<file path="src/rtl/hvd_pkg.sv">
// Shared types, constants and constant functions of the haversine distance pipeline.
package hvd_pkg;

  localparam int CORDIC_STEPS = 24;
  localparam int CW = 34;
  localparam int SQ_IN_W = 61;
  localparam int SQ_OUT_W = (SQ_IN_W + 1) / 2;
  localparam int SQRT_STAGES = SQ_OUT_W;

  typedef logic signed [CW-1:0] cw_t;

  localparam longint ONE_Q30 = 64'sd1 <<< 30;
  localparam longint PI_Q30 = 64'sd3373259426;
  localparam longint HALF_PI_Q30 = PI_Q30 / 2;
  localparam longint DEG90 = 64'sd900000000;
  localparam longint DEG180 = 64'sd1800000000;
  localparam longint DEG360 = 64'sd3600000000;
  localparam logic [22:0] RADIUS_RESET = 23'd6371000;

  localparam logic [127:0] RECIP_WIDE = (128'(PI_Q30) << 32) / 128'(DEG360);
  localparam logic [31:0] RAD_RECIP = RECIP_WIDE[31:0];

  function automatic longint atan_q30(input int i);
    longint r;
    case (i)
      0: r = 64'sd843314857;
      1: r = 64'sd497837829;
      2: r = 64'sd263043837;
      3: r = 64'sd133525159;
      4: r = 64'sd67021687;
      5: r = 64'sd33543516;
      6: r = 64'sd16775851;
      7: r = 64'sd8388437;
      8: r = 64'sd4194283;
      9: r = 64'sd2097149;
      default: r = ((64'sd1 <<< (62 - i)) + (64'sd1 <<< 31)) >>> 32;
    endcase
    return r;
  endfunction

  function automatic longint cordic_gain();
    longint x;
    longint y;
    longint z;
    longint dx;
    longint dy;
    x = ONE_Q30;
    y = 64'sd0;
    z = 64'sd0;
    for (int i = 0; i < CORDIC_STEPS; i++) begin
      dx = y >>> i;
      dy = x >>> i;
      if (z >= 0) begin
        x = x - dx;
        y = y + dy;
        z = z - atan_q30(i);
      end else begin
        x = x + dx;
        y = y - dy;
        z = z + atan_q30(i);
      end
    end
    return x;
  endfunction

  localparam longint CORDIC_GAIN = cordic_gain();
  localparam longint KINV_Q30 = ((64'sd1 <<< 60) + CORDIC_GAIN / 2) / CORDIC_GAIN;

endpackage

</file>
<file path="src/rtl/hvd_sqrt.sv">
// Pipelined integer square root, one result bit per stage.
module hvd_sqrt (
  input  logic                         clk_i,
  input  logic                         en_i,
  input  logic [hvd_pkg::SQ_IN_W-1:0]  v_i,
  output logic [hvd_pkg::SQ_OUT_W-1:0] r_o
);
  import hvd_pkg::*;

  localparam int W = 2 * SQRT_STAGES;

  logic [W-1:0] rem_q  [SQRT_STAGES];
  logic [W-1:0] root_q [SQRT_STAGES];

  for (genvar k = 0; k < SQRT_STAGES; k++) begin : g_stage
    localparam logic [W-1:0] B = W'(1) << (2 * (SQRT_STAGES - 1 - k));
    logic [W-1:0] rin;
    logic [W-1:0] oin;
    logic [W-1:0] trial;

    if (k == 0) begin : g_first
      assign rin = W'(v_i);
      assign oin = '0;
    end else begin : g_next
      assign rin = rem_q[k-1];
      assign oin = root_q[k-1];
    end

    assign trial = oin + B;

    always_ff @(posedge clk_i) begin
      if (en_i) begin
        if (rin >= trial) begin
          rem_q[k]  <= rin - trial;
          root_q[k] <= (oin >> 1) + B;
        end else begin
          rem_q[k]  <= rin;
          root_q[k] <= oin >> 1;
        end
      end
    end
  end

  assign r_o = root_q[SQRT_STAGES-1][SQ_OUT_W-1:0];

endmodule

</file>
<file path="config.mk">
export PLATFORM = sky130hd
export DESIGN_NAME = hvd_sqrt
export DESIGN_NICKNAME = d
export VERILOG_FILES = /design/src/rtl/hvd_pkg.sv /design/src/rtl/hvd_sqrt.sv
export SDC_FILE = /design/constraint.sdc
export NUM_CORES = 2
export LEC_CHECK = 0
export BUFFER_PORTS_ARGS = -buffer_cell sky130_fd_sc_hd__buf_4
export CAP_MARGIN = 20
export CORE_MARGIN = 10
export CORE_UTILIZATION = 51
export CTS_BUF_LIST = sky130_fd_sc_hd__clkbuf_4
export CTS_CLUSTER_SIZE = 40
export DETAILED_ROUTE_END_ITERATION = 16
export GPL_TIMING_DRIVEN = 0
export PLACE_DENSITY = 0.66
export SKIP_CTS_REPAIR_TIMING = 1
export SYNTH_ARGS = -nofsm -noshare
export SYNTH_HDL_FRONTEND = slang
export SYNTH_SLANG_ARGS = --single-unit
</file>
<file path="constraint.sdc">
create_clock -name clk_i -period 12.1 [get_ports clk_i]
set_input_delay 2.42 -clock clk_i [delete_from_list [all_inputs] [get_ports clk_i]]
set_output_delay 2.42 -clock clk_i [all_outputs]
set_load 0.01 [all_outputs]
</file>
==> results.txt <==
The xor and xnor fraction of the mapped netlist area works out to 0.0625. The synthesized netlist contains 102 unique library cells. The tools report the via count of the first global-routing pass as 75600.

The final cycle utilization of the critical path was 0.478. The type of the worst setup path is in -> reg. Data arrives at the worst endpoint at 6800 ps.

Walking the worst path, the cells encountered are buf_4 -> clkbuf_2 -> clkbuf_2 -> clkbuf_2 -> buf_12 -> clkbuf_2 -> buf_12 -> clkbuf_1 -> clkbuf_4 -> buf_12. The clock tree root driver cell is clkbuf_4. The relative max-transition margin was 0.174. The run gives 0 ps as the setup TNS. The cell leakage power is 47.8 nW.

In this run the remaining antenna-violating nets after routing total 0. For this run, the slowest stage of the critical path takes 830 ps. Routability-driven placement finished with a final weighted congestion of 0.957. The first-pass GRT wire length was 455000 um. For the number of buffers on the longest clock path, the log shows 4.

The flow ran to the end, and the final reports show no timing, DRC or antenna violations. The run gives 223000 um2 as the core area. The power share of the clock group was 0.293; the switching share of power was 0.315. Max-cap violations in this run came to 0. The arithmetic-cell share of the synthesized area counting full adders, half adders and majority gates is 0.0571. The path class of the tightest hold or removal check is reg -> reg. The path length in cells of the critical path is 10. The total power is 23.1 mW, and the fraction of the mapped netlist area in simple logic gates is 0.131. TritonCTS created 623 clock buffers.

The effective utilization at floorplan was 0.514. The biggest area contributor in the post-synthesis netlist is edfxtp_1. The die is 494 um tall. The tools report the number of antenna violations at the first check in global routing as 13.

After the first detailed-routing iteration, the DRC count stood at 7656. The share of synthesized registers carrying an async set or reset was 0. Residual DRC count: 0. The routed design has 302000 um of wire.

Largest vdd supply drop: 112 uV. TritonCTS built the clock tree. The logs give 229000 um for the sum of net half-perimeters after detailed placement and 94 for the count of boundary I/O pins. The critical path ends at root_q[1][467]$_DFFE_PP_. The post-synthesis mux area share was 0.00676; the number of levels the H-tree was split into was 6. The combinational share of power came out at 0.217. After global routing, the most crowded layer is met1.

Dividing total power by cell area gives a power density of 181 nW/um2. Ranked by total cell area, the synthesized netlist is headed by edfxtp_1 62%, ha_1 5.7%, xor2_1 3.2%. Yosys mapped a number of flops with a built-in enable equal to 2356.

The power share of the sequential group was 0.490. The worst register-to-register path begins at root_q[1][593]$_DFFE_PP_. Yosys printed 0 warnings. Logic depth of the worst register-to-register path: 11. The sort of element at the end of the critical path is a flip-flop. The flip-flop and latch count after synthesis was 2356. The share of the synthesized area in the top cell type works out to 0.618.

The met2 capacity usage during global routing was 0.354; the maximum number of pins on one net before global-route repair was 76. The tools report the register area share after synthesis as 0.618. For the count of final hold-check violations, the log shows 0.

The all-layer global routing usage is 0.241, and the final count of pins violating max slew is 0. The iteration count of the initial detailed-routing pass was 8; the hold path depth was 0. For this run, the leading register cell type out of synthesis is edfxtp_1.

The combinational family with the most area after synthesis is simple AND/OR/NAND/NOR gates. Dividing the detail-routed via count by the number of cells gives 5.83. The average instance in the mapped netlist occupies 12.3 um2. Including well taps, the total number of placed cells is 12400. Cell count after synthesis: 9309. Clock-pin slew was measured on the worst setup and hold paths at 60 ps. The critical path startpoint is en_i. The average wire per standard cell was 22.5 um; the number of rows in the core area was 173. Port buffering added 93 buffers. The die area is 244000 um2. The worst register-to-register path ends at rem_q[1][637]$_DFFE_PP_.

Counting both buffers and inverters, the worst setup path holds a total of 10. At the worst endpoint, the required time is 13120 ps. The count of endpoints failing setup in the final report was 0. The cell family with the largest share of critical-path delay was buffers and inverters. Most common library cell in the layout ignoring fill and taps: edfxtp_1. For the overflow left after global routing, the log shows 0.

Across the whole layout, storage elements account for 70700 um2. Setup repair after global routing left no endpoint under its margin. In the final design database the tool counted 10600 nets. The post-synthesis compound-gate area fraction is 0.0959, and the highest fanout seen on the critical path is 49. Summing all multi-input logic gate instances after layout gives 40400 um2. The fraction of layout instances using a drive strength above 1 was 0.120. Fill cells in the final layout number 18500.

The flop-to-flop setup slack came out at 7440 ps. The run gives 0.356 as the global routing usage on met1. The internal power summed over all cells is 15.8 mW, and the final critical delay including setup and external delays is 5780 ps. Static timing analysis puts the maximum clock frequency at 173 MHz.

Most frequent cell on the critical path: clkbuf_2. The synthesized net count was 9895; the maximum clock skew at final layout was 167 ps. Final standard cell count with taps included and fillers excluded: 13400. For the worst-skew pair, the clock arrives at the later sink with an insertion delay of 1430 ps. The top cell types in the final layout, fill and taps aside, are 2356 x edfxtp_1, 854 x clkbuf_4, 788 x nand2_1. Clock tree synthesis found a total of 2356 sinks. Post-synthesis instance area: 115000 um2. Relative to the synthesized area, the layout overhead comes to 11.1%.

Summing over every cut layer, the via total after detailed routing is 78400. The tools report the kind of start point of the critical path as a primary input. For the pin with the worst max-slew slack, the measured transition is 1230 ps. In this run the horizontal extent of the chip is 494 um.

For this design, the slowest cell found on the critical path is clkbuf_2. The met3 usage was 0.0553. Summed over all nets, the switching power comes to 7.27 mW.
cells in the mapped netlist, drive strengths merged (34+ instances only):
| cell type | instances |
|---|---|
| nor2 | 511 |
| a211oi | 54 |
| nand4 | 153 |
| inv | 657 |
| o21bai | 59 |
| and3 | 36 |
| nand2 | 788 |
| nor4b | 60 |
| a31oi | 39 |
| or3 | 91 |
| mux2 | 59 |
| nor2b | 76 |
| a21o | 186 |
| a21oi | 474 |
| xor2 | 415 |
| o31ai | 34 |
| clkbuf | 180 |
| nor4 | 351 |
| o21ai | 564 |
| nand3 | 171 |
| nor3 | 283 |
| nand2b | 119 |
| ha | 523 |
| or2 | 46 |
| edfxtp | 2356 |
| buf | 41 |
| o21a | 95 |
| xnor2 | 402 |
| or4 | 66 |
how the worst min path moves through the flow:
stage / from / endpoint / slack [ps]
after floorplan: rem_q[0][893]$_DFFE_PP_ / rem_q[0][955]$_DFFE_PP_ / 420
after global placement: rem_q[0][446]$_DFFE_PP_ / rem_q[0][508]$_DFFE_PP_ / 430
after detailed placement: root_q[1][459]$_DFFE_PP_ / root_q[1][520]$_DFFE_PP_ / 430
after CTS: rem_q[0][448]$_DFFE_PP_ / rem_q[0][510]$_DFFE_PP_ / 380
after global routing: rem_q[0][513]$_DFFE_PP_ / rem_q[0][575]$_DFFE_PP_ / 400
final: rem_q[0][448]$_DFFE_PP_ / rem_q[0][510]$_DFFE_PP_ / 380
worst reg2reg max path, cell delays in order (launching register included):
cell and delay (ps):
edfxtp_1 440, inv_1 60, ha_1 360, a2111oi_0 620, nand4b_1 220, a21o_1 220
a211o_1 350, a311oi_2 680, clkbuf_1 750, buf_2 400, nand2_1 80, o21ai_0 180
flip-flops by register name (all words and copies together) (netlist names):
| name | count |
|---|---|
| rem_q | 1860 |
| root_q | 496 |
layout make-up:
| type | instances | area share |
|---|---|---|
| diodes | 11 | 0.000216 |
| plain buffers | 221 | 0.00808 |
| clock buffers | 825 | 0.0487 |
| clock inverters | 202 | 0.0103 |
| inverters | 657 | 0.0194 |
| multi-input cells | 6075 | 0.318 |
| flip-flops and latches | 2356 | 0.556 |
| well taps | 2975 | 0.0293 |
| repair buffers | 123 | 0.0105 |
through the flow:
| step | cell area [um2] | util | worst slack [ps] | hold WS (ps) |
|---|---|---|---|---|
| floorplan | 115000 | - | 5490 | 417 |
| global placement | 119000 | 0.534 | -1430 | 428 |
| detailed placement | 120000 | 0.537 | 4960 | 432 |
| CTS | 127000 | 0.571 | 6420 | 375 |
| global route | 127000 | 0.571 | 6380 | 402 |
| finish | 127000 | 0.571 | 6320 | 381 |
power by group through the flow:
stage	combinational (mW)	clock, mW	sequential, mW
floorplan	3.65	0	10.9
global placement	4.83	0	11.4
detailed placement	4.90	0	11.4
CTS	4.95	6.94	11.3
global route	5.55	7.39	11.4
finish	5.01	6.75	11.3
metal layers:
layer	up-vias	routed length [um]
li1	36700	-
met1	37900	136000
met2	3214	130000
met3	479	27400
met4	8	8400
met5	-	55
logic make-up (layout without fill, tap and decap cells):
kind of cell	count (synthesis)	in the layout
muxes	70	70
other	0	11
adders and majority gates	523	523
buffers and inverters	878	2028
and+or+nand+nor	2901	2901
AOI/OAI and AO/OA	1764	1764
DFF	2356	2356
xor gates and xnor gates	817	817
(Power assumes the default switching activity.)
